### config.mk
export PLATFORM = sky130hd
export DESIGN_NAME = html_text_escaper
export DESIGN_NICKNAME = d
export VERILOG_FILES = /design/src/rtl/hte_pkg.sv /design/src/rtl/hte_front.sv /design/src/rtl/hte_queue.sv /design/src/rtl/hte_back.sv /design/src/rtl/html_text_escaper.sv
export VERILOG_INCLUDE_DIRS = /design/src /design/src/rtl
export SDC_FILE = /design/constraint.sdc
export NUM_CORES = 1
export LEC_CHECK = 0
export BUFFER_PORTS_ARGS = -buffer_cell sky130_fd_sc_hd__buf_2
export CORE_ASPECT_RATIO = 0.8
export CORE_UTILIZATION = 60
export DETAILED_ROUTE_END_ITERATION = 7
export GPL_ROUTABILITY_DRIVEN = 1
export PLACE_DENSITY = 0.8
export SYNTH_ARGS = -nofsm -noshare
export SYNTH_HDL_FRONTEND = slang
export SYNTH_SLANG_ARGS = --single-unit
### constraint.sdc
create_clock -name i_clk -period 4.18 [get_ports i_clk]
set_input_delay 0.209 -clock i_clk [delete_from_list [all_inputs] [get_ports i_clk]]
set_output_delay 0.209 -clock i_clk [all_outputs]
set_load 0.01 [all_outputs]
### src/rtl/html_text_escaper_defines.svh
// ----------------------------------------------------------------------------
// HTML text escaper assertion macros
// Shared concurrent assertion forms used by the escaper RTL.
// ----------------------------------------------------------------------------
`ifndef HTML_TEXT_ESCAPER_DEFINES_SVH
`define HTML_TEXT_ESCAPER_DEFINES_SVH

// The consequent must hold in the same cycle as the antecedent.
`define HTE_ASSERT_NOW(label, clk, rst_n, ante, cons) \
    label: assert property (@(posedge clk) disable iff (!(rst_n)) \
        (ante) |-> (cons)) else $error("html_text_escaper assertion failed");

// The consequent must hold in the cycle after the antecedent.
`define HTE_ASSERT_NEXT(label, clk, rst_n, ante, cons) \
    label: assert property (@(posedge clk) disable iff (!(rst_n)) \
        (ante) |=> (cons)) else $error("html_text_escaper assertion failed");

`endif

### src/rtl/hte_pkg.sv
// ----------------------------------------------------------------------------
// HTML text escaper package
// Beat types, escape tokens and the token text tables.
// ----------------------------------------------------------------------------
`timescale 1ns / 1ps

package hte_pkg;

    localparam int QUEUE_DEPTH = 4;
    localparam int QUEUE_AW    = $clog2(QUEUE_DEPTH);
    localparam int QUEUE_CW    = $clog2(QUEUE_DEPTH + 1);
    localparam int TOK_IDX_W   = 3;

    typedef struct packed {
        logic [7:0] in_byte;
        logic       msg_last;
    } t_in_beat;

    typedef struct packed {
        logic [7:0] out_byte;
        logic       run_last;
        logic       msg_end;
    } t_out_beat;

    typedef enum logic [2:0] {
        TOK_PLAIN,
        TOK_BR,
        TOK_LT,
        TOK_GT,
        TOK_AMP,
        TOK_QUOT,
        TOK_NBSP
    } t_tok;

    typedef struct packed {
        logic       has_a;
        t_tok       tok_a;
        logic [7:0] byte_a;
        logic       has_b;
        t_tok       tok_b;
        logic [7:0] byte_b;
        logic       msg_last;
    } t_job;

    typedef struct packed {
        logic full;
        logic empty;
    } t_q_status;

    function automatic logic is_alnum(input logic [7:0] c);
        return ((c >= "0") && (c <= "9")) || ((c >= "A") && (c <= "Z")) ||
               ((c >= "a") && (c <= "z"));
    endfunction

    function automatic t_tok classify(input logic [7:0] c, input logic wrap,
                                      input logic prev_an, input logic next_an);
        t_tok tok;
        tok = TOK_PLAIN;
        if (c == "\n") begin
            tok = wrap ? TOK_BR : TOK_PLAIN;
        end else if (c == "<") begin
            tok = TOK_LT;
        end else if (c == ">") begin
            tok = TOK_GT;
        end else if (c == "&") begin
            tok = TOK_AMP;
        end else if (c == "\"") begin
            tok = TOK_QUOT;
        end else if ((c == " ") && wrap && !(prev_an && next_an)) begin
            tok = TOK_NBSP;
        end
        return tok;
    endfunction

    function automatic logic [TOK_IDX_W-1:0] tok_len(input t_tok tok);
        logic [TOK_IDX_W-1:0] len;
        case (tok)
            TOK_PLAIN: len = 3'd1;
            TOK_BR:    len = 3'd5;
            TOK_LT:    len = 3'd4;
            TOK_GT:    len = 3'd4;
            TOK_AMP:   len = 3'd5;
            TOK_QUOT:  len = 3'd6;
            TOK_NBSP:  len = 3'd6;
            default:   len = 3'd1;
        endcase
        return len;
    endfunction

    function automatic logic [7:0] tok_char(input t_tok tok,
                                            input logic [TOK_IDX_W-1:0] idx,
                                            input logic [7:0] raw);
        logic [7:0] ch;
        ch = raw;
        case (tok)
            TOK_BR: begin
                case (idx)
                    3'd0:    ch = "\n";
                    3'd1:    ch = "<";
                    3'd2:    ch = "B";
                    3'd3:    ch = "R";
                    default: ch = ">";
                endcase
            end
            TOK_LT: begin
                case (idx)
                    3'd0:    ch = "&";
                    3'd1:    ch = "l";
                    3'd2:    ch = "t";
                    default: ch = ";";
                endcase
            end
            TOK_GT: begin
                case (idx)
                    3'd0:    ch = "&";
                    3'd1:    ch = "g";
                    3'd2:    ch = "t";
                    default: ch = ";";
                endcase
            end
            TOK_AMP: begin
                case (idx)
                    3'd0:    ch = "&";
                    3'd1:    ch = "a";
                    3'd2:    ch = "m";
                    3'd3:    ch = "p";
                    default: ch = ";";
                endcase
            end
            TOK_QUOT: begin
                case (idx)
                    3'd0:    ch = "&";
                    3'd1:    ch = "q";
                    3'd2:    ch = "u";
                    3'd3:    ch = "o";
                    3'd4:    ch = "t";
                    default: ch = ";";
                endcase
            end
            TOK_NBSP: begin
                case (idx)
                    3'd0:    ch = "&";
                    3'd1:    ch = "n";
                    3'd2:    ch = "b";
                    3'd3:    ch = "s";
                    3'd4:    ch = "p";
                    default: ch = ";";
                endcase
            end
            default: ch = raw;
        endcase
        return ch;
    endfunction

endpackage

### src/rtl/hte_front.sv
// ----------------------------------------------------------------------------
// HTML text escaper front end
// Accepts input beats, holds one byte for lookahead and classifies bytes.
// ----------------------------------------------------------------------------
`timescale 1ns / 1ps

module hte_front (
    input  logic              i_clk,
    input  logic              i_rst_n,
    input  logic              i_valid,
    input  hte_pkg::t_in_beat i_data,
    output logic              o_stall,
    input  logic              i_wrap,
    input  logic              i_q_full,
    output logic              o_push,
    output hte_pkg::t_job     o_job
);

    logic [7:0] r_held;
    logic [7:0] n_held;
    logic       r_held_vld;
    logic       n_held_vld;
    logic       r_prev_an;
    logic       n_prev_an;
    logic       accept;
    logic       new_prev_an;

    assign o_stall     = i_q_full;
    assign accept      = i_valid && !i_q_full;
    assign new_prev_an = r_held_vld ? hte_pkg::is_alnum(r_held) : r_prev_an;

    always_comb begin
        o_job.has_a    = r_held_vld;
        o_job.tok_a    = hte_pkg::classify(r_held, i_wrap, r_prev_an,
                                           hte_pkg::is_alnum(i_data.in_byte));
        o_job.byte_a   = r_held;
        o_job.has_b    = i_data.msg_last;
        o_job.tok_b    = hte_pkg::classify(i_data.in_byte, i_wrap, new_prev_an,
                                           1'b0);
        o_job.byte_b   = i_data.in_byte;
        o_job.msg_last = i_data.msg_last;
        o_push         = accept && (r_held_vld || i_data.msg_last);
    end

    always_comb begin
        n_held     = r_held;
        n_held_vld = r_held_vld;
        n_prev_an  = r_prev_an;
        if (accept) begin
            if (i_data.msg_last) begin
                n_held_vld = 1'b0;
                n_prev_an  = 1'b0;
            end else begin
                n_held     = i_data.in_byte;
                n_held_vld = 1'b1;
                n_prev_an  = new_prev_an;
            end
        end
    end

    always_ff @(posedge i_clk) begin
        r_held <= n_held;
        if (!i_rst_n) begin
            r_held_vld <= 1'b0;
            r_prev_an  <= 1'b0;
        end else begin
            r_held_vld <= n_held_vld;
            r_prev_an  <= n_prev_an;
        end
    end

endmodule

### src/rtl/hte_queue.sv
// ----------------------------------------------------------------------------
// HTML text escaper job queue
// Short FIFO of classified jobs between the front end and the back end.
// ----------------------------------------------------------------------------
`timescale 1ns / 1ps

module hte_queue (
    input  logic               i_clk,
    input  logic               i_rst_n,
    input  logic               i_push,
    input  hte_pkg::t_job      i_job,
    input  logic               i_pop,
    output hte_pkg::t_job      o_head,
    output hte_pkg::t_q_status o_status
);

    hte_pkg::t_job                  r_mem [hte_pkg::QUEUE_DEPTH];
    logic [hte_pkg::QUEUE_AW-1:0]   r_wr_ptr;
    logic [hte_pkg::QUEUE_AW-1:0]   n_wr_ptr;
    logic [hte_pkg::QUEUE_AW-1:0]   r_rd_ptr;
    logic [hte_pkg::QUEUE_AW-1:0]   n_rd_ptr;
    logic [hte_pkg::QUEUE_CW-1:0]   r_count;
    logic [hte_pkg::QUEUE_CW-1:0]   n_count;
    logic                           do_wr;
    logic                           do_rd;

    always_comb begin
        o_status.full  = (r_count == hte_pkg::QUEUE_CW'(hte_pkg::QUEUE_DEPTH));
        o_status.empty = (r_count == '0);
        o_head         = r_mem[r_rd_ptr];
        do_wr          = i_push && !o_status.full;
        do_rd          = i_pop && !o_status.empty;
        n_wr_ptr       = do_wr ? r_wr_ptr + hte_pkg::QUEUE_AW'(1) : r_wr_ptr;
        n_rd_ptr       = do_rd ? r_rd_ptr + hte_pkg::QUEUE_AW'(1) : r_rd_ptr;
        n_count        = r_count;
        if (do_wr && !do_rd) begin
            n_count = r_count + hte_pkg::QUEUE_CW'(1);
        end else if (do_rd && !do_wr) begin
            n_count = r_count - hte_pkg::QUEUE_CW'(1);
        end
    end

    always_ff @(posedge i_clk) begin
        if (do_wr) begin
            r_mem[r_wr_ptr] <= i_job;
        end
        if (!i_rst_n) begin
            r_wr_ptr <= '0;
            r_rd_ptr <= '0;
            r_count  <= '0;
        end else begin
            r_wr_ptr <= n_wr_ptr;
            r_rd_ptr <= n_rd_ptr;
            r_count  <= n_count;
        end
    end

endmodule

### src/rtl/hte_back.sv
// ----------------------------------------------------------------------------
// HTML text escaper back end
// Expands queued jobs into output bytes, one byte per cycle while a job is queued and the output is not stalled.
// ----------------------------------------------------------------------------
`timescale 1ns / 1ps

module hte_back (
    input  logic               i_clk,
    input  logic               i_rst_n,
    input  hte_pkg::t_job      i_head,
    input  hte_pkg::t_q_status i_q_status,
    output logic               o_pop,
    output logic               o_valid,
    output hte_pkg::t_out_beat o_data,
    input  logic               i_stall
);

    logic                          r_sel;
    logic                          n_sel;
    logic [hte_pkg::TOK_IDX_W-1:0] r_idx;
    logic [hte_pkg::TOK_IDX_W-1:0] n_idx;
    logic                          r_vld;
    logic                          n_vld;
    hte_pkg::t_out_beat            r_out;
    hte_pkg::t_out_beat            n_out;
    logic                          eff_sel;
    hte_pkg::t_tok                 tok;
    logic [7:0]                    raw;
    logic                          tok_end;
    logic                          ent_end;
    logic                          advance;

    assign o_valid = r_vld;
    assign o_data  = r_out;

    always_comb begin
        eff_sel = r_sel || !i_head.has_a;
        tok     = eff_sel ? i_head.tok_b : i_head.tok_a;
        raw     = eff_sel ? i_head.byte_b : i_head.byte_a;
        tok_end = (r_idx == hte_pkg::tok_len(tok) - hte_pkg::TOK_IDX_W'(1));
        ent_end = tok_end && (eff_sel || !i_head.has_b);
        advance = !i_q_status.empty && (!r_vld || !i_stall);
        o_pop   = advance && ent_end;

        n_sel = r_sel;
        n_idx = r_idx;
        n_vld = r_vld && i_stall;
        n_out = r_out;
        if (advance) begin
            n_vld          = 1'b1;
            n_out.out_byte = hte_pkg::tok_char(tok, r_idx, raw);
            n_out.run_last = ent_end;
            n_out.msg_end  = ent_end && i_head.msg_last;
            if (tok_end) begin
                n_idx = '0;
                n_sel = !ent_end;
            end else begin
                n_idx = r_idx + hte_pkg::TOK_IDX_W'(1);
            end
        end
    end

    always_ff @(posedge i_clk) begin
        r_out <= n_out;
        if (!i_rst_n) begin
            r_sel <= 1'b0;
            r_idx <= '0;
            r_vld <= 1'b0;
        end else begin
            r_sel <= n_sel;
            r_idx <= n_idx;
            r_vld <= n_vld;
        end
    end

endmodule

### src/rtl/html_text_escaper.sv
// ----------------------------------------------------------------------------
// HTML text escaper
// HTML-escapes a byte stream, with optional line break and space handling.
// ----------------------------------------------------------------------------
// The block takes one input beat per cycle while o_stall is low and gives one
// output byte per cycle while i_stall is low and a job is queued. Each byte
// is held back until the next beat arrives, so a byte appears only after its
// successor or after the message's last beat. A plain byte gives one output
// byte, an escaped byte four to six (&lt; &gt; &amp; &quot; &nbsp; and the
// newline with <BR>). The output side sets the sustained rate; a four-entry job
// queue between front and back end absorbs expansions before input stalls.
// ----------------------------------------------------------------------------
`timescale 1ns / 1ps

`include "html_text_escaper_defines.svh"

module html_text_escaper (
    input  logic               i_clk,
    input  logic               i_rst_n,
    input  logic               i_valid,
    input  hte_pkg::t_in_beat  i_data,
    output logic               o_stall,
    output logic               o_valid,
    output hte_pkg::t_out_beat o_data,
    input  logic               i_stall,
    input  logic               i_cfg_valid,
    output logic               o_cfg_ready,
    input  logic               i_cfg_data
);

    logic               r_wrap;
    logic               n_wrap;
    logic               push;
    logic               pop;
    hte_pkg::t_job      job;
    hte_pkg::t_job      head;
    hte_pkg::t_q_status q_status;

    assign o_cfg_ready = 1'b1;
    assign n_wrap      = (i_cfg_valid && o_cfg_ready) ? i_cfg_data : r_wrap;

    always_ff @(posedge i_clk) begin
        if (!i_rst_n) begin
            r_wrap <= 1'b0;
        end else begin
            r_wrap <= n_wrap;
        end
    end

    hte_front u_front (
        .i_clk    (i_clk),
        .i_rst_n  (i_rst_n),
        .i_valid  (i_valid),
        .i_data   (i_data),
        .o_stall  (o_stall),
        .i_wrap   (r_wrap),
        .i_q_full (q_status.full),
        .o_push   (push),
        .o_job    (job)
    );

    hte_queue u_queue (
        .i_clk    (i_clk),
        .i_rst_n  (i_rst_n),
        .i_push   (push),
        .i_job    (job),
        .i_pop    (pop),
        .o_head   (head),
        .o_status (q_status)
    );

    hte_back u_back (
        .i_clk      (i_clk),
        .i_rst_n    (i_rst_n),
        .i_head     (head),
        .i_q_status (q_status),
        .o_pop      (pop),
        .o_valid    (o_valid),
        .o_data     (o_data),
        .i_stall    (i_stall)
    );

    `HTE_ASSERT_NOW(a_msg_end_closes_run, i_clk, i_rst_n, o_valid && o_data.msg_end, o_data.run_last)
    `HTE_ASSERT_NEXT(a_run_no_gap, i_clk, i_rst_n, o_valid && !i_stall && !o_data.run_last, o_valid)
    `HTE_ASSERT_NOW(a_stall_after_beat, i_clk, i_rst_n, $rose(o_stall), $past(i_valid && !o_stall))

endmodule

==> metrics.txt <==
fraction of registers with async set or reset after synthesis=0; proportion of layout cells with a drive suffix above 1=0.207; actual slew at the worst max-slew pin=between 0.8 and 0.9 ns; leakage power figure=between 0.002 and 0.0025 µW; Slew headroom=0.440; area growth from synthesis to layout=13.6%; global routing usage summed across all routing layers=0.277; grt total ovfl=0; Die Footprint=roughly 11000 µm²; Final Hold Fails=0; number of design rule violations left after detail routing=0; Final Net Count=about 500; fraction of synthesized cell area taken by the top area cell type=0.561; power spent charging and discharging nets=1480 µW; number of buffers inserted during clock tree synthesis=17; sum of net half-perimeters after detailed placement=between 8000 and 9000 µm; global placement routability congestion=between 0.8 and 0.9; top cells by area in the synthesized netlist=edfxtp_1 (56%), mux4_2 (8.5%), dfxtp_1 (5.6%), mux2i_1 (2.8%), ha_1 (2.3%); global-route wire length before repair=21000 µm; share of total power consumed by net switching=0.330; final worst path period need=about 3.8 ns; mean routed wirelength per cell=approximately 22 µm; Antenna Nets Post-Route=0; cell with the most instances after synthesis=edfxtp_1; CP endpoint kind=register; total I/O pin count=28; CTS tree=built; status=completed; period utilisation layout=0.917; CP Class=reg -> reg; largest net degree at the start of global routing=25; postcts setup bufs=0; proportion of power drawn by combinational gates=0.317; worst stage delay on the critical path=around 0.55 ns; Slowest cell on crit path=mux4_2; count of routing violations after the opening detailed-route iteration=about 460; synthesized netlist net count=between 400 and 500; Synth Cell Area=slightly above 6000 µm²; die height=92.2 µm; Syn Area/Cell=14.1 µm²; power share of the sequential group=0.381; clk buf depth=2; Std-Cell Rows=32; sequential element share of the synthesized area=0.617; number of enable flip-flop cells after synthesis=114; final design utilization=0.709; RSZ-0062 raised after global routing=no; Mapped Cells=434; maximum fanout along the worst path=7; H-tree levels=4; most used flip-flop cell after synthesis=edfxtp_1; initial cell density of the core=0.624; multiplexer share of the synthesized area=0.119; Worst Path Required=roughly 4.5 ns; Fin Clk Skew=between 0.007 and 0.008 ns; via count of the first global-routing pass=around 3.9k; detailed-router iteration count before antenna repair=7; dpl cell area=roughly 6400 µm²; clock insertion delay at the later pin of the skew report=0.41 ns; count of max-cap constraint violations=0; critical path cell sequence=buf_4 -> mux4_2 -> and3_4 -> o2bb2ai_1 -> o22ai_2 -> a41oi_1 -> o21ai_2 -> nand3_2 -> ha_1 -> inv_1 -> fa_1 -> xor2_1 -> or3_1 -> a21boi_0; combinational family with the most area after synthesis=multiplexers; Yosys warning count=0; maximum ir drop on the vdd rail=447 µV; power density over cell area=647 nW/µm²; number of cells upsized or downsized after cts=0; via density per instance=6.54; CORE AREA=9770 µm²; arrival time reported for the critical path endpoint=4.16 ns; cell type contributing the most total cell area after synthesis=edfxtp_1; launching element type of the critical path=register; Tot Pwr=4480 µW; Setup-failing EPs final=0; Final TNS setup=0 ns; max-slew violations=0; internal power=3000 µW; routed vias=~4.0k; clk slew on worst S/H paths=approximately 0.060 ns; leading cell types by count after synthesis=edfxtp_1 (114), nand2_1 (27), nor2_1 (27); Clock Sinks=between 100 and 150; I/O Buffers=26; part of the total power dissipated in the clock network=0.302; simple logic cell fraction of the synthesized area=0.110; Synth Area in XOR/XNOR=0.00431; quantity of hold-fixing buffers added after cts=0; total wire length after detailed routing=around 13000 µm; final non-filler cell area=just under 7000 µm²; maximum achievable frequency=approximately 260 MHz; cell chosen for the clock root=clkbuf_16; register bit total from synthesis=131; Cell variety after synth=70; fraction of the mapped netlist area in compound gates=0.0964; worst hold-check slack=between 0.05 and 0.06 ns; antenna violations before repair=0; DIE WIDTH=115 µm; worst min-delay path class=in -> reg; adder and majority gate portion of the synthesized area=0.0259; number of antenna diodes=0
## power by group through the flow
| stage | registers (µW) | logic (µW) | clock network, µW |
|---|---|---|---|
| after global routing | 1720 | 1540 | 1420 |
| after global placement | 1720 | 1370 | 0 |
| after detailed placement | 1730 | 1390 | 0 |
| final | 1710 | 1420 | 1350 |
| after CTS | 1710 | 1400 | 1370 |
| after floorplan | 1730 | 1010 | 0 |
## area by class of cell
cell class,instances,area [µm²]
sequential,131,3760
timing repair buffer,41,248
clock buffer,18,429
clock inverter,12,110
fill,660,2840
inverter,10,37.5
multi-input combinational,270,2170
tap,136,170
## cells in the final DEF, fill, tap and decap left out, types with 8 or more instances in the layout
cell and count:
o21ai_0 18, ha_1 11, clkbuf_16 17, and2_1 11, nand2_1 27, nor3_1 11
inv_1 8, nand3_1 8, edfxtp_1 114, mux2i_1 17, buf_2 26, mux4_2 23
dfxtp_1 17, nor2_1 27, a21oi_1 17, buf_4 14, nor2b_1 9
## through the flow
stage | worst slack, ns | std cells
detailed placement | 0.374 | 587
global placement | 0.541 | 587
global route | 0.0651 | 618
CTS | 0.339 | 617
finish | 0.346 | 618
floorplan | 0.817 | 434
## kinds of logic after synthesis
kind of cell / count (synthesis)
other: 1
XOR/XNOR: 3
adder cells (fa/ha/maj): 12
AND/OR/NAND/NOR: 127
multiplexers: 42
AO/OA/AOI/OAI: 85
buffers and inverters: 33
flip-flops: 131
## sequential cells by signal, indices dropped and copies added (netlist names), named ones only
register,flops
u_queue.r_mem,96
u_back.o_data,10
u_front.r_held,8
u_back.r_idx,3
u_queue.r_count,3
u_queue.r_rd_ptr,2
u_queue.r_wr_ptr,2
r_wrap,1
u_back.o_valid,1
u_back.r_sel,1
u_front.r_held_vld,1
u_front.r_prev_an,1
## critical path, delay by kind of cell, from the launching register on
kind                       cells  cell delay, ns
xor gates and xnor gates       1            0.17
DFF                            1            0.49
adders and majority gates      2            0.58
muxes                          1            0.55
and+or+nand+nor                3            0.65
AOI/OAI and AO/OA              5            1.03
buffers and inverters          2            0.28
## path summary, 6_finish.rpt
check	slack, ns	startpoint	cells past startpoint	end
worst max-delay path	0.35	register	14	u_queue.r_count[2]
worst min-delay path	0.06	i_cfg_data	3	r_wrap
worst min register to register	0.48	u_back.r_sel	2	u_back.r_sel
worst max register to register	0.35	register	14	u_queue.r_count[2]
## per-layer routing
metal / wire (µm) / up-vias / GRT usage
met5: 0 / - / 0
met4: 301 / 0 / 0.132
met3: 878 / 30 / 0.0582
met2: 6520 / 216 / 0.431
met1: 5660 / 2018 / 0.375
li1: - / 1777 / -
No activity file was read; power rests on OpenSTA's default activity.
